<file path="src/csd_pkg.sv">
`timescale 1ns / 1ps

package csd_pkg;

  localparam int PHASE_COUNT = 3;

  localparam int PADDR_W = 6;
  localparam int PDATA_W = 64;
  localparam int S_TDATA_W = 208;
  localparam int M_TDATA_W = 96;

  localparam logic [47:0] POS48 = 48'h7fff_ffff_ffff;
  localparam logic [47:0] NEG48 = 48'h8000_0000_0000;

  localparam logic [47:0] INV_L_RESET = 48'd6553600000;
  localparam logic [47:0] INV_C_RESET = 48'd655360000;

  localparam logic MODE_BOOST = 1'b0;
  localparam logic MODE_BUCK  = 1'b1;

  typedef enum logic [2:0] {
    REG_MODE    = 3'd0,
    REG_INV_L_A = 3'd1,
    REG_INV_L_B = 3'd2,
    REG_INV_L_C = 3'd3,
    REG_INV_C   = 3'd4
  } reg_idx_t;

  // datapath micro-operations, issued one per cycle by the controller
  typedef enum logic [3:0] {
    OP_NONE   = 4'd0,
    OP_INIT   = 4'd1,
    OP_T1     = 4'd2,
    OP_T2     = 4'd3,
    OP_RND    = 4'd4,
    OP_ACC    = 4'd5,
    OP_W0     = 4'd6,
    OP_W1     = 4'd7,
    OP_W2     = 4'd8,
    OP_W3     = 4'd9,
    OP_W4     = 4'd10,
    OP_FIN_I  = 4'd11,
    OP_VLOAD  = 4'd12,
    OP_FIN_V  = 4'd13
  } op_t;

  typedef struct packed {
    logic        mode;
    logic [47:0] inv_l_a;
    logic [47:0] inv_l_b;
    logic [47:0] inv_l_c;
    logic [47:0] inv_c;
  } cfg_t;

  typedef struct packed {
    logic [1:0]         phase;
    logic               last;
    logic signed [31:0] vin;
    logic signed [31:0] vout;
    logic signed [31:0] iout;
    logic signed [31:0] il;
    logic [16:0]        duty;
    logic [30:0]        rl;
    logic signed [31:0] vd;
  } item_t;

  typedef struct packed {
    logic [1:0]  phase;
    logic [47:0] islope;
    logic [47:0] vslope;
    logic        last;
    logic        sat;
  } res_t;

  typedef struct packed {
    op_t  op;
    logic capture;
    logic load_out;
  } cmd_t;

  typedef struct packed {
    logic phase_ok;
    logic last;
  } stat_t;

endpackage

</file>
<file path="src/csd_ctrl.sv">
`timescale 1ns / 1ps

module csd_ctrl (
  input  logic           clk,
  input  logic           rst,
  input  logic           in_valid,
  output logic           in_ready,
  output logic           out_valid,
  input  logic           out_ready,
  input  csd_pkg::stat_t stat,
  output csd_pkg::cmd_t  cmd
);
  import csd_pkg::*;

  typedef enum logic [3:0] {
    S_IDLE  = 4'b0001,
    S_CHECK = 4'b0010,
    S_RUN   = 4'b0100,
    S_OUT   = 4'b1000
  } state_t;

  state_t state, state_next;
  op_t    op, op_next;
  logic   vpass, vpass_next;

  assign in_ready = (state == S_IDLE);

  always_comb begin
    state_next   = state;
    op_next      = op;
    vpass_next   = vpass;
    cmd.op       = OP_NONE;
    cmd.capture  = 1'b0;
    cmd.load_out = 1'b0;
    unique case (state)
      S_IDLE: begin
        if (in_valid) begin
          cmd.capture = 1'b1;
          state_next  = S_CHECK;
        end
      end
      S_CHECK: begin
        // an item for a phase that does not exist leaves no trace
        if (stat.phase_ok) begin
          state_next = S_RUN;
          op_next    = OP_INIT;
          vpass_next = 1'b0;
        end else begin
          state_next = S_IDLE;
        end
      end
      S_RUN: begin
        cmd.op = op;
        unique case (op)
          OP_INIT:  op_next = OP_T1;
          OP_T1:    op_next = OP_T2;
          OP_T2:    op_next = OP_RND;
          OP_RND:   op_next = OP_ACC;
          OP_ACC:   op_next = OP_W0;
          OP_W0:    op_next = OP_W1;
          OP_W1:    op_next = OP_W2;
          OP_W2:    op_next = OP_W3;
          OP_W3:    op_next = OP_W4;
          OP_W4:    op_next = vpass ? OP_FIN_V : OP_FIN_I;
          OP_FIN_I: begin
            if (stat.last) begin
              op_next = OP_VLOAD;
            end else begin
              state_next = S_OUT;
            end
          end
          OP_VLOAD: begin
            op_next    = OP_W0;
            vpass_next = 1'b1;
          end
          OP_FIN_V: state_next = S_OUT;
          default:  state_next = S_IDLE;
        endcase
      end
      S_OUT: begin
        if (!out_valid || out_ready) begin
          cmd.load_out = 1'b1;
          state_next   = S_IDLE;
        end
      end
      default: state_next = S_IDLE;
    endcase
  end

  always_ff @(posedge clk) begin
    if (rst) begin
      state     <= S_IDLE;
      op        <= OP_NONE;
      vpass     <= 1'b0;
      out_valid <= 1'b0;
    end else begin
      state <= state_next;
      op    <= op_next;
      vpass <= vpass_next;
      if (cmd.load_out) begin
        out_valid <= 1'b1;
      end else if (out_ready) begin
        out_valid <= 1'b0;
      end
    end
  end

  a_load_free: assert property (@(posedge clk) disable iff (rst)
    cmd.load_out |-> (!out_valid || out_ready))
    else $error("result loaded over an untaken result");

  a_accept_check: assert property (@(posedge clk) disable iff (rst)
    (in_valid && in_ready) |=> (state == S_CHECK))
    else $error("accepted transfer not followed by phase check");

  a_vpass_fin: assert property (@(posedge clk) disable iff (rst)
    (state == S_RUN && op == OP_FIN_V) |-> vpass)
    else $error("voltage finish outside the voltage pass");

  a_vload_last: assert property (@(posedge clk) disable iff (rst)
    (state == S_RUN && op == OP_VLOAD) |-> stat.last)
    else $error("voltage pass started for a non-last phase");

  a_out_rise: assert property (@(posedge clk) disable iff (rst)
    $rose(out_valid) |-> $past(cmd.load_out))
    else $error("output valid rose without a load");

endmodule

</file>
<file path="config.mk">
export PLATFORM = sky130hd
export DESIGN_NAME = csd_ctrl
export DESIGN_NICKNAME = d
export VERILOG_FILES = /design/src/csd_pkg.sv /design/src/csd_ctrl.sv
export SDC_FILE = /design/constraint.sdc
export NUM_CORES = 1
export LEC_CHECK = 0
export BUFFER_PORTS_ARGS = -buffer_cell sky130_fd_sc_hd__buf_2
export CELL_PAD_IN_SITES_DETAIL_PLACEMENT = 1
export CELL_PAD_IN_SITES_GLOBAL_PLACEMENT = 1
export CORE_MARGIN = 4
export CORE_UTILIZATION = 35
export DETAILED_ROUTE_END_ITERATION = 12
export GPL_ROUTABILITY_DRIVEN = 0
export GPL_TIMING_DRIVEN = 0
export PLACE_DENSITY = 0.68
export RECOVER_POWER = 25
export SLEW_MARGIN = 20
export SYNTH_ARGS = -nofsm -noshare
export SYNTH_HDL_FRONTEND = slang
export SYNTH_SLANG_ARGS = --single-unit
export TNS_END_PERCENT = 1
</file>
<file path="constraint.sdc">
create_clock -name clk -period 1.7 [get_ports clk]
set_clock_uncertainty 0.2 [all_clocks]
set_input_delay 0.17 -clock clk [delete_from_list [all_inputs] [get_ports clk]]
set_output_delay 0.17 -clock clk [all_outputs]
set_load 0.05 [all_outputs]
</file>
# --- Word-level counts from Yosys, hierarchy flattened ---
# Cells that the tools add are included.
# W data, S select, Z words.
word_totals:
  in_bits: 6
  word_cells: 59
  regBits: 10
classes:
  n_reduce_logical: 9
  n_mux: 21
  n_eq_ne: 25
op_table:
  columns: ["operator", "n"]
  rows:
  - ["$pmux W4 S11", 1]
  - ["$eq A4 B4 Y1 const B", 7]
  - ["$mux W4", 6]
  - ["$eq A4 B3 Y1 const B", 5]
  - ["$pmux W4 S4", 1]
  - ["$eq A4 B2 Y1 const B", 3]
  - ["$ne A12 B3 Y1 const B", 1]
  - ["$pmux W4 S3", 1]
  - ["$reduce_or A11 Y1", 1]
  - ["$eq A4 B1 Y1 const B", 2]
  - ["$mux W1", 8]
  - ["$ne A2 B2 Y1 const B", 4]
  - ["$pmux W4 S2", 1]
  - ["$reduce_and A4 Y1", 2]
  - ["$mux W3", 2]
  - ["$ne A3 B3 Y1 const B", 2]
  - ["$reduce_bool A2 Y1", 2]
  - ["$reduce_and A3 Y1", 1]
  - ["$ne A2 B1 Y1 const B", 1]
  - ["$pmux W1 S2", 1]
  - ["$reduce_or A2 Y1", 1]
  - ["$logic_not A1 Y1", 1]
  - ["$logic_or A1 B1 Y1", 1]

# --- Depth between registers and ports, before layout ---
# Gate-level depths: netlist (run 1).
logic_depth:
  word_depth: 5
  depth_mapped: 5
  ltp_nobuf: 5

# --- Worst setup path before layout (run 1) ---
# Ideal clock, no wire load.
synth_timing:
  path_kind: "reg-to-reg"
  start: "reg state[1]"
  end: "reg state[1]"
  setup_slack_ns: -0.144
  setup_ns: 0.066
  n_path_buf: 0
  path_stages_with_launch: 6
  t_arrival_ns: 1.578
  cell_sequence: "dfxtp_1 > nor2_1 > nand3b_1 > inv_1 > and2_1 > nor2b_1"
synth_between:
  elab_chain_len: 3
  elab_cells_between_ends: 10
  classes_between: "8 x eq/ne; 1 x mux; 1 x reduce/logical"
synth_rtl:
  columns: ["element", "line", "text"]
  rows:
  - ["from (decl)", "csd_ctrl.sv:22", "state_t state, state_next;"]
  - ["from (signal assigned)", "csd_ctrl.sv:97", "state <= state_next;"]
  - ["$eq A4 B1 Y1 *", null, null]
  - ["named net in_ready", "csd_ctrl.sv:7", "output logic in_ready,"]
  - ["$ne A2 B2 Y1 (no source line)", null, null]
  - ["$reduce_and A4 Y1 (no source line)", null, null]
# Mark *: on every way through the listed nets, which the timed path passes. The rest lies on a longest branch.
# A chain may end at the register's enable or synchronous reset.

==> flow_metrics.env, run 1 <==
export IMPL_outcome="finished, violations left"
export IMPL_violations="negative setup slack"
export IMPL_drive_gt1_share_pct=48.94
export IMPL_reg2reg_from="op[2]"
export IMPL_power_frac_clock_pct=41.9
export IMPL_numCtsBuffers=3
export IMPL_crit_type="reg2out"
export IMPL_hold_viol=0
export IMPL_instances_no_fill=119
export IMPL_wl_per_cell_um=15.76
export IMPL_synth_edf_count=0
export IMPL_fp_dieW_um=51.37
export IMPL_synth_cell_area_um2=658.1
export IMPL_globalRouteTotalUtil_pct=15.86
export IMPL_yosys_cell_count_top_type="dfxtp_1"
export IMPL_fmax_mhz=574.4
export IMPL_total_power_mw=0.5535
export IMPL_viasPerCell=5.513
export IMPL_overflow=0
export IMPL_r2r_end="state[3]"
export IMPL_postSynthAreaPerCell_um2=9.141
export IMPL_hold_class="in2reg"
export IMPL_die_y_um=51.37
export IMPL_cp_arrival_ps=1370
export IMPL_synthTopCellsByCount="dfxtp_1, a21oi_1, and2_2, inv_1"
export IMPL_p_per_area_nw_per_um2=600.2
export IMPL_dieArea_um2=2638
export IMPL_grt_first_pass_wirelength_mm=3.091
export IMPL_cts_root_buffer="clkbuf_4"
export IMPL_core_area_um2=1745
export IMPL_grt_pass1_vias=664
export IMPL_route_final_wire_length_mm=1.875
export IMPL_path_clk_slew_ps=80
export IMPL_min_to="state[1]"
export IMPL_ys_seq_area_share_pct=30.42
export IMPL_hold_ws_ps=68.43
export IMPL_drtAntennaViolNets=0
export IMPL_cts_sinks=10
export IMPL_num_antenna_cells=0
export IMPL_rows=15
export IMPL_antenna_found_initial=0
export IMPL_max_slew_margin_rel_pct=60.47
export IMPL_synth_top_cell_by_area="dfxtp_1"
export IMPL_grt_start_max_net_pins=11
export IMPL_crit_path_max_fanout=7
export IMPL_synthTopCellsByArea="dfxtp_1, a21oi_1, and2_2"
export IMPL_r2r_cells=5
export IMPL_final_core_util_pct=52.83
export IMPL_drt_iter0_markers=9
export IMPL_netlist_area_leader_share_pct=30.42
export IMPL_yosysWarnings=0
export IMPL_worstMarginPinSlew_ps=595.6
export IMPL_switching_share_pct=28.04
export IMPL_period_share_pct=102.4
export IMPL_drv_slew=0
export IMPL_numPortBuffers=12
export IMPL_final_nets=101
export IMPL_cp_data_required_time_ps=1330
export IMPL_ys_seq_elements=10
export IMPL_finalWorstPathRequiredPeriod_ps=1741
export IMPL_maxCapViolCount=0
export IMPL_ioPinCount=14
export IMPL_cts_tree="built"
export IMPL_hold_depth=3
export IMPL_synth_ff_type="dfxtp_1"
export IMPL_cts_max_path_buffers=2
export IMPL_peakVddDrop_mv=0.4335
export IMPL_clock_latency_ps=280
export IMPL_worst_slack_ps=-40.82
export IMPL_syn2layout_area_growth_pct=40.11
export IMPL_leakage_nw=0.3414
export IMPL_cp_end_kind="output pin"
export IMPL_initial_core_util_pct=37.71
export IMPL_critPathLaunchType="flop"
export IMPL_dp_final_hpwl_mm=1.219
export IMPL_htreeDepth=1
export IMPL_fillers=210
export IMPL_rsz0062_at_grt="true"
export IMPL_vias=656
export IMPL_power_frac_comb_pct=13.4
export IMPL_ys_types=40
export IMPL_p_switching_mw=0.1552
export IMPL_netlist_instances=72
export IMPL_setup_viol=6
export IMPL_regToRegSetupSlack_ps=-10
export IMPL_async_reset_ff_share_pct=0
export IMPL_p_int_mw=0.3983
export IMPL_worstHoldStart="in_valid"
export IMPL_drt_drc_violations_left=0
export IMPL_placed_cells=109
export IMPL_cp_startpoint="state[0]"
export IMPL_post_place_ws_ps=-183.7
export IMPL_pwr_share_seq_pct=44.7
export IMPL_synth_nets=78
export IMPL_firstDrtPassIters=2
power by group through the flow:
stage	Combinational, mW	Sequential (mW)	Clock, mW
after floorplan	0.0482	0.250	0
after detailed placement	0.0640	0.251	0
after global routing	0.0791	0.248	0.243
after global placement	0.0631	0.251	0
final	0.0743	0.247	0.232
after CTS	0.0687	0.247	0.233
repair_timing:
action                                 4_1_cts  5_1_grt
pin swaps                                    3        6
setup buffers                                3        2
setup endpoints to repair                   12       13
endpoints found under the hold margin        1        0
hold buffers                                 1        0
resized for setup                           19       16
kinds of logic (layout without fill, tap and decap cells):
kind of cell	count (synthesis)	count (layout)	share of synthesized area, %
simple gates	27	27	29.28
xor+xnor	1	1	1.331
flops	10	10	30.42
buf+inv	9	31	5.513
compound gates	24	24	31.94
fa+ha+maj	1	1	1.521
cells in the final DEF (no fill, tap or decap), types with 2 or more instances in the layout:
cell and n:
clkbuf_4 4, nand3_1 2, dfxtp_1 6, buf_8 2, dfxtp_2 3, buf_2 6
and2_4 2, and2_2 3, nor2_1 2, a21oi_1 6, inv_1 4, nand2b_1 2
nand3b_1 3, buf_6 6, o22ai_1 3, buf_4 5, and3b_1 2, nor2b_1 2
critical path, stage by stage (launching register included):
cell and delay, ps:
dfxtp_4 370, nor4b_4 260, buf_6 160, and2_4 160
buf_8 140
sequential cells by signal (all words and copies together) (netlist names):
register,flops
op,4
out_valid,1
vpass,1
state,4
final cells by class:
class                      instances  area (um^2)  share of cell area (%)
clock buffer                       4        36.28                   3.935
timing repair buffer              18        155.1                   16.82
buffer                             5        35.03                   3.799
multi-input combinational         53        441.7                   47.90
sequential                        10        207.7                   22.52
tap                               25        31.28                   3.392
inverter                           4        15.01                   1.628
how the worst max path moves through the flow:
stage	end	slack (ps)	cells past startpoint
finish	cmd[5]	-40	4
global route	cmd[3]	-90	4
CTS	cmd[2]	-30	4
detailed placement	op[0]	-180	4
global placement	op[0]	-160	4
floorplan	state[1]	-0.7	5
metal layers:
layer | routed length (um) | GRT usage, % | vias up
met5 | 0 | 0 | -
met4 | 23 | 6.550 | 0
met3 | 58 | 3.499 | 3
met2 | 974 | 27.33 | 11
met1 | 819 | 18.73 | 332
li1 | - | - | 310
metrics by stage:
stage / instance area (um^2) / TNS (ps)
global placement: 753.2 / -716.6
finish: 922.1 / -169.2
global route: 922.1 / -539.4
floorplan: 661.9 / -0.7129
CTS: 869.6 / -142.7
detailed placement: 753.2 / -855.8
No activity file was read; power rests on OpenSTA's default activity.
==> inputs of run 2 (changes only) <==
--- a/config.mk
+++ b/config.mk
@@ -15,6 +15,7 @@
 export GPL_TIMING_DRIVEN = 0
 export PLACE_DENSITY = 0.68
 export RECOVER_POWER = 25
+export SETUP_SLACK_MARGIN = 0.05
 export SLEW_MARGIN = 20
 export SYNTH_ARGS = -nofsm -noshare
 export SYNTH_HDL_FRONTEND = slang
==> flow_metrics.env, run 2 (synthesis results as in run 1) <==
export IMPL_outcome="finished, violations left"
export IMPL_violations="negative setup slack"
export IMPL_htreeDepth=1
export IMPL_crit_path_max_fanout=7
export IMPL_route_final_wire_length_mm=1.878
export IMPL_leakage_nw=0.3420
export IMPL_dieArea_um2=2638
export IMPL_critPathLaunchType="flop"
export IMPL_placed_cells=109
export IMPL_worstMarginPinSlew_ps=595.6
export IMPL_dp_final_hpwl_mm=1.219
export IMPL_regArea_um2=207.7
export IMPL_globalRouteTotalUtil_pct=15.86
export IMPL_clock_latency_ps=280
export IMPL_core_area_um2=1745
export IMPL_period_share_pct=102.4
export IMPL_top_regs="op x4, state x4"
export IMPL_drt_iter0_markers=5
export IMPL_maxCapViolCount=0
export IMPL_finalWorstPathRequiredPeriod_ps=1741
export IMPL_hold_class="in2reg"
export IMPL_firstDrtPassIters=2
export IMPL_grt_pass1_vias=663
export IMPL_drt_drc_violations_left=0
export IMPL_p_per_area_nw_per_um2=599.2
export IMPL_layout_commonest_cell="buf_6"
export IMPL_fmax_mhz=574.3
export IMPL_vias=650
export IMPL_die_y_um=51.37
export IMPL_cts_sinks=10
export IMPL_initial_core_util_pct=37.71
export IMPL_viasPerCell=5.462
export IMPL_total_power_mw=0.5548
export IMPL_cts_tree="built"
export IMPL_crit_type="reg2out"
export IMPL_cp_end_kind="output pin"
export IMPL_cp_arrival_ps=1370
export IMPL_crit_end="cmd[5]"
export IMPL_ioPinCount=14
export IMPL_final_nets=101
export IMPL_numCtsBuffers=3
export IMPL_numPortBuffers=12
export IMPL_r2r_cells=5
export IMPL_overflow=0
export IMPL_instances_no_fill=119
export IMPL_worst_slack_ps=-41.10
export IMPL_r2r_end="state[3]"
export IMPL_place_area_um2=753.2
export IMPL_syn2layout_area_growth_pct=40.68
export IMPL_multi_input_comb_area_um2=441.7
export IMPL_fillers=208
export IMPL_regToRegSetupSlack_ps=-20
export IMPL_rows=15
export IMPL_fp_dieW_um=51.37
export IMPL_worstHoldStart="in_valid"
export IMPL_cts_max_path_buffers=2
export IMPL_drive_gt1_share_pct=48.94
export IMPL_final_design_area_no_fill_um2=925.9
export IMPL_rsz0062_at_grt="true"
export IMPL_wl_per_cell_um=15.78
export IMPL_drv_slew=0
export IMPL_grt_start_max_net_pins=11
export IMPL_setup_viol=6
export IMPL_grt_first_pass_wirelength_mm=3.091
export IMPL_reg2reg_from="op[2]"
export IMPL_path_clk_slew_ps=80
export IMPL_cp_data_required_time_ps=1330
export IMPL_max_slew_margin_rel_pct=60.47
export IMPL_antenna_found_initial=0
export IMPL_num_antenna_cells=0
export IMPL_drtAntennaViolNets=0
export IMPL_hold_viol=0
export IMPL_cp_startpoint="state[0]"
export IMPL_final_cell_mix="buf_6, buf_2, a21oi_1, dfxtp_1"
export IMPL_cts_root_buffer="clkbuf_4"
export IMPL_peakVddDrop_mv=0.4327
export IMPL_final_core_util_pct=53.05
==> run 2: final cells by class <==
class / count / share of cell area [%]
timing repair buffer: 18 / 17.16
clock buffer: 4 / 3.919
inverter: 4 / 1.622
tap: 25 / 3.378
buffer: 5 / 3.784
sequential: 10 / 22.43
multi-input combinational: 53 / 47.70
==> run 2: how the worst min path moves through the flow <==
| stage | depth (start not counted) | endpoint |
|---|---|---|
| floorplan | 2 | out_valid |
| global placement | 3 | out_valid |
| detailed placement | 3 | out_valid |
| CTS | 3 | state[1] |
| global route | 3 | state[2] |
| finish | 3 | state[1] |
==> run 2: routing by layer <==
metal | part of all wire (%) | GRT usage (%)
met1 | 44 | 18.73
met2 | 52 | 27.33
met3 | 3.1 | 3.499
met4 | 1.2 | 6.550
met5 | 0 | 0
==> run 2: per-stage QoR <==
stage,hold WS (ps),TNS (ps),worst slack (ps)
6_report,69.79,-174.1,-41.10
3_5_place_dp,293.7,-855.8,-183.7
5_1_grt,92.02,-544.8,-89.76
3_3_place_gp,291.7,-716.6,-161.3
4_1_cts,69.10,-142.7,-32.80
2_1_floorplan,183.0,-0.7129,-0.7129
==> run 2: repair_timing <==
item / 4_1_cts / 5_1_grt
endpoints found under the setup margin: 14 / 13
hold buffers: 1 / 0
pin swaps: 4 / 5
gates resized for setup: 20 / 15
endpoints found under the hold margin: 1 / 0
buffers inserted: 3 / 2
==> run 2: worst max-delay path: stages (launching register included) <==
cell	delay (ps)
dfxtp_4	370
nor4b_4	260
buf_6	160
and2_4	160
buf_8	140
==> run 2: power by group <==
part	internal (mW)	total (mW)	switching, mW	leakage (nW)
combinational	0.0277	0.0744	0.0467	0.239
sequential	0.240	0.247	0.00714	0.0825
clock	0.130	0.233	0.103	0.0210
total	0.398	0.555	0.157	0.342
