<file path="config.mk">
export PLATFORM = sky130hd
export DESIGN_NAME = csd_regs
export DESIGN_NICKNAME = d
export VERILOG_FILES = /design/src/csd_pkg.sv /design/src/csd_regs.sv
export SDC_FILE = /design/constraint.sdc
export NUM_CORES = 1
export LEC_CHECK = 0
export BUFFER_PORTS_ARGS = -buffer_cell sky130_fd_sc_hd__clkbuf_2
export CORE_ASPECT_RATIO = 0.7
export CORE_MARGIN = 1
export CORE_UTILIZATION = 45
export CTS_CLUSTER_DIAMETER = 50
export DETAILED_ROUTE_END_ITERATION = 6
export HOLD_SLACK_MARGIN = 0.03
export PLACE_DENSITY_LB_ADDON = 0.12
export SETUP_SLACK_MARGIN = 0.3
export SLEW_MARGIN = 10
export SYNTH_ARGS = -nofsm -noshare
export SYNTH_HDL_FRONTEND = slang
export SYNTH_SLANG_ARGS = --single-unit
</file>
<file path="constraint.sdc">
create_clock -name clk -period 2.7 [get_ports clk]
set_clock_uncertainty 0.2 [all_clocks]
set_input_delay 0.54 -clock clk [delete_from_list [all_inputs] [get_ports clk]]
set_output_delay 0.54 -clock clk [all_outputs]
set_load 0.005 [all_outputs]
</file>
<file path="src/csd_pkg.sv">
`timescale 1ns / 1ps

package csd_pkg;

  localparam int PHASE_COUNT = 3;

  localparam int PADDR_W = 6;
  localparam int PDATA_W = 64;
  localparam int S_TDATA_W = 208;
  localparam int M_TDATA_W = 96;

  localparam logic [47:0] POS48 = 48'h7fff_ffff_ffff;
  localparam logic [47:0] NEG48 = 48'h8000_0000_0000;

  localparam logic [47:0] INV_L_RESET = 48'd6553600000;
  localparam logic [47:0] INV_C_RESET = 48'd655360000;

  localparam logic MODE_BOOST = 1'b0;
  localparam logic MODE_BUCK  = 1'b1;

  typedef enum logic [2:0] {
    REG_MODE    = 3'd0,
    REG_INV_L_A = 3'd1,
    REG_INV_L_B = 3'd2,
    REG_INV_L_C = 3'd3,
    REG_INV_C   = 3'd4
  } reg_idx_t;

  // datapath micro-operations, issued one per cycle by the controller
  typedef enum logic [3:0] {
    OP_NONE   = 4'd0,
    OP_INIT   = 4'd1,
    OP_T1     = 4'd2,
    OP_T2     = 4'd3,
    OP_RND    = 4'd4,
    OP_ACC    = 4'd5,
    OP_W0     = 4'd6,
    OP_W1     = 4'd7,
    OP_W2     = 4'd8,
    OP_W3     = 4'd9,
    OP_W4     = 4'd10,
    OP_FIN_I  = 4'd11,
    OP_VLOAD  = 4'd12,
    OP_FIN_V  = 4'd13
  } op_t;

  typedef struct packed {
    logic        mode;
    logic [47:0] inv_l_a;
    logic [47:0] inv_l_b;
    logic [47:0] inv_l_c;
    logic [47:0] inv_c;
  } cfg_t;

  typedef struct packed {
    logic [1:0]         phase;
    logic               last;
    logic signed [31:0] vin;
    logic signed [31:0] vout;
    logic signed [31:0] iout;
    logic signed [31:0] il;
    logic [16:0]        duty;
    logic [30:0]        rl;
    logic signed [31:0] vd;
  } item_t;

  typedef struct packed {
    logic [1:0]  phase;
    logic [47:0] islope;
    logic [47:0] vslope;
    logic        last;
    logic        sat;
  } res_t;

  typedef struct packed {
    op_t  op;
    logic capture;
    logic load_out;
  } cmd_t;

  typedef struct packed {
    logic phase_ok;
    logic last;
  } stat_t;

endpackage

</file>
<file path="src/csd_regs.sv">
`timescale 1ns / 1ps

module csd_regs (
  input  logic                        clk,
  input  logic                        rst,
  input  logic                        psel,
  input  logic                        penable,
  input  logic                        pwrite,
  input  logic [csd_pkg::PADDR_W-1:0] paddr,
  input  logic [csd_pkg::PDATA_W-1:0] pwdata,
  output logic [csd_pkg::PDATA_W-1:0] prdata,
  output logic                        pready,
  output csd_pkg::cfg_t               cfg
);
  import csd_pkg::*;

  reg_idx_t idx;
  logic     wr;

  assign pready = 1'b1;
  assign idx    = reg_idx_t'(paddr[5:3]);
  assign wr     = psel && penable && pwrite && pready;

  always_ff @(posedge clk) begin
    if (rst) begin
      cfg.mode    <= MODE_BOOST;
      cfg.inv_l_a <= INV_L_RESET;
      cfg.inv_l_b <= INV_L_RESET;
      cfg.inv_l_c <= INV_L_RESET;
      cfg.inv_c   <= INV_C_RESET;
    end else if (wr) begin
      unique case (idx)
        REG_MODE:    cfg.mode    <= pwdata[0];
        REG_INV_L_A: cfg.inv_l_a <= pwdata[47:0];
        REG_INV_L_B: cfg.inv_l_b <= pwdata[47:0];
        REG_INV_L_C: cfg.inv_l_c <= pwdata[47:0];
        REG_INV_C:   cfg.inv_c   <= pwdata[47:0];
        default: ;
      endcase
    end
  end

  always_comb begin
    unique case (idx)
      REG_MODE:    prdata = {63'b0, cfg.mode};
      REG_INV_L_A: prdata = {16'b0, cfg.inv_l_a};
      REG_INV_L_B: prdata = {16'b0, cfg.inv_l_b};
      REG_INV_L_C: prdata = {16'b0, cfg.inv_l_c};
      REG_INV_C:   prdata = {16'b0, cfg.inv_c};
      default:     prdata = '0;
    endcase
  end

endmodule

</file>
# Word level (Yosys, flattened, before mapping)
# Cells that the tools add are included.
# Widths: inputs -> output; s select.
dict set report totals {
  ff_bits 193
  wordCells 18
}
dict set report classes {
  eq_ne 4
  mux 1
  reduce_logical 8
}
# operator n
set op_table {}
lappend op_table {{$pmux 48 s5} 1}
lappend op_table {{$reduce_and 2->1} 5}
lappend op_table {{$eq 3x2->1 const B} 2}
lappend op_table {{$eq 3x1->1 const B} 1}
lappend op_table {{$eq 3x3->1 const B} 1}
lappend op_table {{$logic_not 3->1} 1}
lappend op_table {{$logic_and 1x1->1} 2}

# Logic depth before layout (Yosys ltp)
# Gate-level depths: netlist of run 1.
dict set report logic_depth {
  ltp_word 3
  mapped_depth 7
}

# Worst setup path after synthesis of run 1
# Ideal clock, no wire load.
dict set report synth_path {
  path_kind {in2out}
  start {input port paddr[4] (netlist name)}
  end {output port prdata[30] (netlist name)}
  t_arrival_ns 1.588
  path_slack_ns 0.372
  path_stages 5
  n_path_buf 2
  path_cell_list {buf_2 -> buf_1 -> mux2_2 -> a22oi_1 -> o21ai_0}
}
dict set report synth_between {
  elab_chain_cells 2
}
# item line_no
set synth_rtl {}
lappend synth_rtl {{start, declared} csd_regs.sv:9} ;# input logic [csd_pkg::PADDR_W-1:0] paddr,
lappend synth_rtl {{$eq 3x3->1, or another cell as far along} csd_regs.sv:44} ;# unique case (idx)
lappend synth_rtl {{$pmux 48 s5 *} csd_regs.sv:44}
lappend synth_rtl {{end, declared} csd_regs.sv:11} ;# output logic [csd_pkg::PDATA_W-1:0] prdata,
# Every way passes the cells marked *; elsewhere a longest branch is shown, timed or not.

# Final worst setup path of run 1
dict set report layout_path {
  start {input port paddr[3] (netlist name)}
  end {output port prdata[12] (netlist name)}
}
# The elaborated chain is that of the path after synthesis.

==> results of run 1 <==
-- how the worst max path moves through the flow --
| stage | to | slack (ps) | cells after the start |
|---|---|---|---|
| after floorplan | prdata[30] | 370 | 5 |
| after global placement | prdata[2] | 140 | 6 |
| after detailed placement | prdata[2] | 140 | 6 |
| after CTS | prdata[13] | 230 | 6 |
| after global routing | prdata[19] | 260 | 7 |
| final | prdata[12] | 320 | 7 |
-- placed cells by master, fill, tap and decap left out, drive strengths merged, types with 2 or more instances in the layout --
cell type,n
clkbuf,317
nand2b,216
mux2i,195
dfxtp,193
nand2,48
o21ai,48
mux2,47
a22oi,47
buf,38
nor2,32
conb,17
inv,7
clkinv,4
nor3b,3
or3b,3
clkinvlp,2
nor3,2
-- per-layer routing --
metal / vias to the layer above / share of wire (%)
li1: 3709 / -
met1: 3650 / 49
met2: 241 / 45
met3: 14 / 5.6
met4: 0 / 0.71
met5: - / 0
-- cell families after synthesis --
group                  synth area share, %
AND/OR/NAND/NOR                       19.1
other                               0.0811
buffers and inverters                 5.75
flip-flops                            41.7
multiplexers                          26.8
AO/OA/AOI/OAI                         6.56
-- power by group through the flow --
stage / combinational (mW) / sequential (mW) / clock (mW)
5_1_grt: 0.523 / 2.89 / 2.58
6_report: 0.489 / 2.88 / 2.41
4_1_cts: 0.461 / 2.88 / 2.46
3_5_place_dp: 0.444 / 2.95 / 0
2_1_floorplan: 0.270 / 2.95 / 0
3_3_place_gp: 0.443 / 2.95 / 0
-- final cells by class --
type	instances	share of cell area [%]
Clock buffer	19	3.67
Clock inverter	13	0.997
Multi-Input combinational cell	664	41.9
Sequential cell	193	32.7
Tap cell	270	2.86
Timing Repair Buffer	336	17.8
-- critical path, stage by stage --
cell and delay [ps]:
clkbuf_4 190, nor3b_4 260, buf_6 210, buf_4 160, nand2_1 50, o21ai_0 80, clkbuf_2 140
-- what timing repair did --
item                                    CTS  global route
pin swaps                                 0             1
gates resized for setup                   4            20
setup buffers                             4             3
cloned                                    1             4
endpoints found under the setup margin   47            48
==> results.cfg, run 1 <==
[worst_setup_path]
worstSetupPathType = in2out
r2r_end = cfg[168]
crit_fanout = 9
reg2regPathDepth = 2
r2r-start = cfg[168]
worst_ep_arrival_time_ps = 1640
critPathLaunchType = input pin
reg2reg_slack_ps = 1830
crit_required_ps = 1960
startpoint = paddr[3]
crit_path_end_kind = output pin

[logic_synthesis]
synth_edf_count = 0
yosysWarnings = 0
synth-seq-area-share_pct = 41.7
synthCells = 937
post-synth-top-count-cell = nand2b_1
synth_cell_type_count = 24
yosys.area.top_type_share_pct = 41.7
synthTopCellsByArea = dfxtp_1 (42%), mux2i_1 (21%), nand2b_1 (15%)
async_reset_ff_share_pct = 0
synth_common_cells = nand2b_1 (216), mux2i_1 (195), dfxtp_1 (193), nand2_1 (48), o21ai_0 (48)
ys.flop_type = dfxtp_1
yosysTopAreaCell = dfxtp_1
ys_seq_elements = 193
syn-cell-area_um2 = 9260
syn_avg_cell_area_um2 = 9.88

[place]
portBuffers = 296
place_ws_ps = 137
gp_congestion = 0.807
dpl_cell_area_um2 = 11000
hpwl_um = 17600
placedCellCount = 1451

[pwr]
powerDensity_nw_per_um2 = 490
p_sw_share_pct = 25.6
power_mw = 5.79
p_seq_share_pct = 49.8
p_comb_share_pct = 8.5
ir_worst_vdd_mv = 0.374
p_int_mw = 4.31
clock_power_share_pct = 41.7
p_leak_nw = 5.78
power_switching_mw = 1.48

[floorplan]
start_util_pct = 46.4
placementRows = 43
die_area_um2 = 21200
die_h_um = 122
io_pins = 333
coreArea_um2 = 20000
die_w_um = 173

[cells_and_area]
diodes = 0
nNetsFinal = 1287
reg_top3 = cfg: 193 flops
fillers = 1839
finalNonFillerCells = 1495
final_layout_size_suffix_gt1_share_pct = 34.5
area_growth_syn_to_layout_pct = 27.5
seqCellArea_um2 = 3860
max_flop_register = cfg
fin_util_pct = 59.1
multiInputGateArea_um2 = 4950
largest_register_ff_count = 193
finalInstanceArea_um2 = 11800

[grt]
grt_pass1_vias = 7042
grt-ovfl-total = 0
met1_usage_pct = 35.2
globalRouteMet3Util_pct = 5.68
antenna_found_initial = 0
grt_max_degree = 77
grtUsageTotal_pct = 25.0
busiest_layer = met2
grt_pass1_wl_um = 41000
grt_use_met2_pct = 38.8

[worst_hold_path]
hp-start = pwdata[23]
holdPathStages = 3
worst_hold_path_type = in2reg
whs_endpoint = cfg[23]

[cts]
clk_path_buf_depth = 2
worstSkewPairLatency_ps = 430
root_buffer = clkbuf_16
clock-sinks = 193
clkTransAtPathRegs_ps = 70
h-tree-depth = 4
hold_buffers = 0
cts_made_buffers = 17
cts_tree = built

[detailed_routing]
routed_wl_um = 27400
first_iter_violations = 501
ant_nets = 0
vias_per_cell = 5.09
dr.pass1.iters = 5
vias = 7614
avgRoutedWirePerCell_um = 18.3
remaining_drc_errors = 0

[sta]
fin_tns_setup_ps = 0
finalSetupViolCount = 0
rsz0062_at_grt = true
holdWs_ps = 173
period_needed_ps = 2380
setup_slack_ps = 319
slew_viol_final = 0
hold_viol = 0
fmax_mhz = 420
period_share_pct = 88.2

[outcome]
status = completed

[flow_run]
cap_violations = 0
No activity file was read; power rests on OpenSTA's default activity.
==> run 2, diff against run 1 <==
--- a/config.mk
+++ b/config.mk
@@ -7,7 +7,9 @@
 export LEC_CHECK = 0
 export BUFFER_PORTS_ARGS = -buffer_cell sky130_fd_sc_hd__clkbuf_2
+export CAP_MARGIN = 20
 export CORE_ASPECT_RATIO = 0.7
 export CORE_MARGIN = 1
 export CORE_UTILIZATION = 45
+export CTS_BUF_LIST = sky130_fd_sc_hd__clkbuf_4 sky130_fd_sc_hd__clkbuf_8 sky130_fd_sc_hd__clkbuf_16
 export CTS_CLUSTER_DIAMETER = 50
 export DETAILED_ROUTE_END_ITERATION = 6
==> constraint.sdc (replaced) <==
create_clock -name clk -period 2.7 [get_ports clk]
set_clock_uncertainty 0.2 [all_clocks]
set_input_delay 0.27 -clock clk [delete_from_list [all_inputs] [get_ports clk]]
set_output_delay 0.27 -clock clk [all_outputs]
set_load 0.005 [all_outputs]
==> results.cfg, run 2 (same netlist as run 1, synthesis figures left out) <==
[sta]
fin_tns_setup_ps = 0
slew_viol_final = 0
hold_viol = 0
finalSetupViolCount = 0
holdWs_ps = 107
setup_slack_ps = 552
relSlewSlack_pct = 31.4
rsz0062_at_grt = false
period_needed_ps = 2150
fmax_mhz = 466
period_share_pct = 79.6
worst_pin_slew_ps = 1030

[worst_setup_path]
critPathLaunchType = input pin
worstSetupPathType = in2out
path_cells = buf_2 -> buf_12 -> mux2_2 -> a22oi_1 -> o21ai_0 -> clkbuf_2
crit_fanout = 37
cp_slowest_cell = mux2_2
crit_required_ps = 2230
worst_ep_arrival_time_ps = 1680
crit_path_max_incr_delay_ps = 370
crit_path_end_kind = output pin

[detailed_routing]
vias_per_cell = 5.04
ant_nets = 0
remaining_drc_errors = 0
dr.pass1.iters = 5
routed_wl_um = 26700
vias = 7684
avgRoutedWirePerCell_um = 17.5
first_iter_violations = 375

[worst_hold_path]
worst_hold_path_type = in2reg

[cells_and_area]
nNetsFinal = 1318
final_layout_size_suffix_gt1_share_pct = 32.5
final_common_cell = clkbuf_2
reg_top3 = cfg: 193 flops
mostFrequentLayoutCells = clkbuf_2 (294), nand2b_1 (216), mux2i_1 (195)
largest_register_ff_count = 193
diodes = 0
fillers = 1743
area_growth_syn_to_layout_pct = 29.3
max_flop_register = cfg

[cts]
clkTransAtPathRegs_ps = 70
cts_tree = built
h-tree-depth = 4
clk_path_buf_depth = 2
clock-sinks = 193
cts_made_buffers = 17
worstSkewPairLatency_ps = 420
root_buffer = clkbuf_16
cts_setup_buffers = 0

[floorplan]
die_area_um2 = 21200
die_h_um = 122
coreArea_um2 = 20000
io_pins = 333
placementRows = 43
die_w_um = 173
start_util_pct = 46.4

[grt]
grtUsageTotal_pct = 24.8
grt_max_degree = 67
grt_pass1_vias = 7279
antenna_found_initial = 0
grt-ovfl-total = 0
grt_pass1_wl_um = 41200

[pwr]
powerDensity_nw_per_um2 = 490
ir_worst_vdd_mv = 0.359
power_mw = 5.86
p_leak_nw = 5.83

[place]
portBuffers = 296
gp_congestion = 0.760
hpwl_um = 17700
place_ws_ps = 518

[outcome]
status = completed

[flow_run]
cap_violations = 0
==> run 2: layout make-up <==
class / instances / area [µm²] / share of cell area [%]
tap: 270 / 338 / 2.82
clock buffer: 20 / 467 / 3.90
clock inverter: 12 / 119 / 0.993
timing repair buffer: 367 / 2240 / 18.7
sequential: 193 / 3860 / 32.3
multi-input combinational: 664 / 4940 / 41.3
==> run 2: report_power, final <==
part | internal, mW | switching, mW | total, mW
Combinational | 0.233 | 0.255 | 0.488
Sequential | 2.87 | 0.0184 | 2.88
Clock | 1.29 | 1.20 | 2.49
Total | 4.39 | 1.47 | 5.86
==> run 2: critical path, delay by kind of cell <==
| family | cells | cell delay [ps] |
|---|---|---|
| compound gates | 2 | 270 |
| mux | 1 | 370 |
| buf+inv | 3 | 740 |
==> run 2: path summary, 6_finish.rpt <==
| path | from | end | slack, ps | depth (start not counted) |
|---|---|---|---|---|
| worst min-delay path | penable | cfg[192] | 110 | 4 |
| worst max-delay path | paddr[4] | prdata[27] | 550 | 6 |
| worst max register to register | cfg[20] | cfg[20] | 1810 | 2 |
| worst min register to register | cfg[151] | cfg[151] | 280 | 2 |
==> run 2: layer usage <==
metal	vias up	track usage [%]	part of all wire (%)
met5	-	0	0
met3	21	5.27	4.9
met1	3677	34.3	49
met4	0	6.80	1.3
li1	3770	-	-
met2	216	39.1	45
==> run 2: per-stage QoR <==
step,cell area [µm²],utilization (%),cells
2_1_floorplan,9310,-,952
3_3_place_gp,10900,54.6,1446
3_5_place_dp,10900,54.6,1446
4_1_cts,12000,60.0,1526
5_1_grt,12000,60.0,1526
6_report,12000,60.0,1526
==> run 2: what timing repair did <==
item | CTS | global route
hold buffers | 48 | 0
hold endpoints to repair | 193 | 0
resized for setup | 0 | 0
==> run 3, diff against run 2 <==
- clock period: 2.7 -> 2 ns (I/O delays scaled with it)
==> results.cfg, run 3 (same netlist as run 1, synthesis figures left out) <==
[place]
dpl_cell_area_um2 = 11100
gp_congestion = 0.796
placedCellCount = 1460
place_ws_ps = 52.9
portBuffers = 296
hpwl_um = 18100

[cells_and_area]
area_growth_syn_to_layout_pct = 40.4
mostFrequentLayoutCells = clkbuf_2 (286), nand2b_1 (216), mux2i_1 (195)
finalInstanceArea_um2 = 13000
largest_register_ff_count = 193
reg_top3 = cfg: 193 flops
diodes = 0
finalNonFillerCells = 1601
final_layout_size_suffix_gt1_share_pct = 46.5
nNetsFinal = 1393
final_common_cell = clkbuf_2
max_flop_register = cfg

[worst_setup_path]
crit_required_ps = 1600
worst_ep_arrival_time_ps = 1370
cpLargestDelayFamily = flip-flops
r2r-start = cfg[74]
path_buf_inv = 1
path_cells = mux2_2 -> a22oi_2 -> o21ai_2 -> clkbuf_2
crit_path_max_incr_delay_ps = 340
cp_slowest_cell = dfxtp_2
critPathLaunchType = flip-flop
worstSetupPathType = reg2out
crit_path_end_kind = output pin
crit_fanout = 3
startpoint = cfg[171]

[cts]
cts_made_buffers = 17
clk_path_buf_depth = 2
clkTransAtPathRegs_ps = 70
cts_tree = built
h-tree-depth = 4
clock-sinks = 193
worstSkewPairLatency_ps = 420
root_buffer = clkbuf_16

[grt]
grt-ovfl-total = 0
grt_max_degree = 91
grt_pass1_wl_um = 43200
antenna_found_initial = 0
grtUsageTotal_pct = 26.4
grt_pass1_vias = 7626

[sta]
fin_tns_setup_ps = 0
slew_viol_final = 0
fmax_mhz = 564
period_share_pct = 88.7
hold_viol = 0
rsz0062_at_grt = true
period_needed_ps = 1770
setup_slack_ps = 226
finalSetupViolCount = 0

[floorplan]
die_w_um = 173
coreArea_um2 = 20000
die_area_um2 = 21200
io_pins = 333
die_h_um = 122
start_util_pct = 46.4
placementRows = 43

[pwr]
p_leak_nw = 6.33
powerDensity_nw_per_um2 = 615
power_mw = 7.99
ir_worst_vdd_mv = 0.426

[detailed_routing]
ant_nets = 0
remaining_drc_errors = 0
avgRoutedWirePerCell_um = 17.9
vias_per_cell = 5.08
vias = 8136
first_iter_violations = 483
routed_wl_um = 28700
dr.pass1.iters = 7

[flow_run]
cap_violations = 0

[worst_hold_path]
worst_hold_path_type = in2reg
hp-start = paddr[4]

[outcome]
status = completed
==> run 3: what timing repair did <==
| item | in CTS | in global routing |
|---|---|---|
| cloned | 1 | 0 |
| hold buffers | 49 | 0 |
| hold endpoints to repair | 193 | 0 |
| setup endpoints to repair | 47 | 48 |
| setup buffers | 51 | 8 |
| pin swaps | 7 | 10 |
| resized for setup | 139 | 69 |
==> run 3: layout make-up <==
cell class / count / area [µm²]
clock inverters: 12 / 124
repair buffers: 442 / 2920
well taps: 270 / 338
multi-input cells: 664 / 5180
clock buffers: 20 / 460
fillers: 1709 / 6960
flip-flops and latches: 193 / 3980
==> run 3: through the flow <==
stage / utilization (%) / hold WS [ps]
finish: 65.1 / 121
global route: 65.1 / 145
CTS: 64.0 / 127
detailed placement: 55.5 / 272
global placement: 55.5 / 260
floorplan: - / 155
==> run 3: path summary, 6_finish.rpt <==
path | end | slack (ps) | cells after the start
setup / recovery | prdata[27] | 230 | 4
hold / removal | cfg[192] | 120 | 4
setup reg to reg | cfg[74] | 1040 | 3
hold reg to reg | cfg[160] | 280 | 2
==> run 3: tightest hold or removal path, delay by kind of cell <==
family        cells  cell delay (ps)
buf+inv           2              330
simple gates      1               70
mux               1              100
==> run 3: where the power goes <==
group	internal, mW	switching (mW)
logic	0.362	0.383
clock network	1.73	1.62
registers	3.87	0.0241
==> run 3: layer usage <==
layer	routed length (µm)	share of wire (%)	global-route usage, %
met5	0	0	0
met1	13700	48	36.7
met4	325	1.1	6.91
met2	13000	45	41.6
met3	1650	5.8	5.15
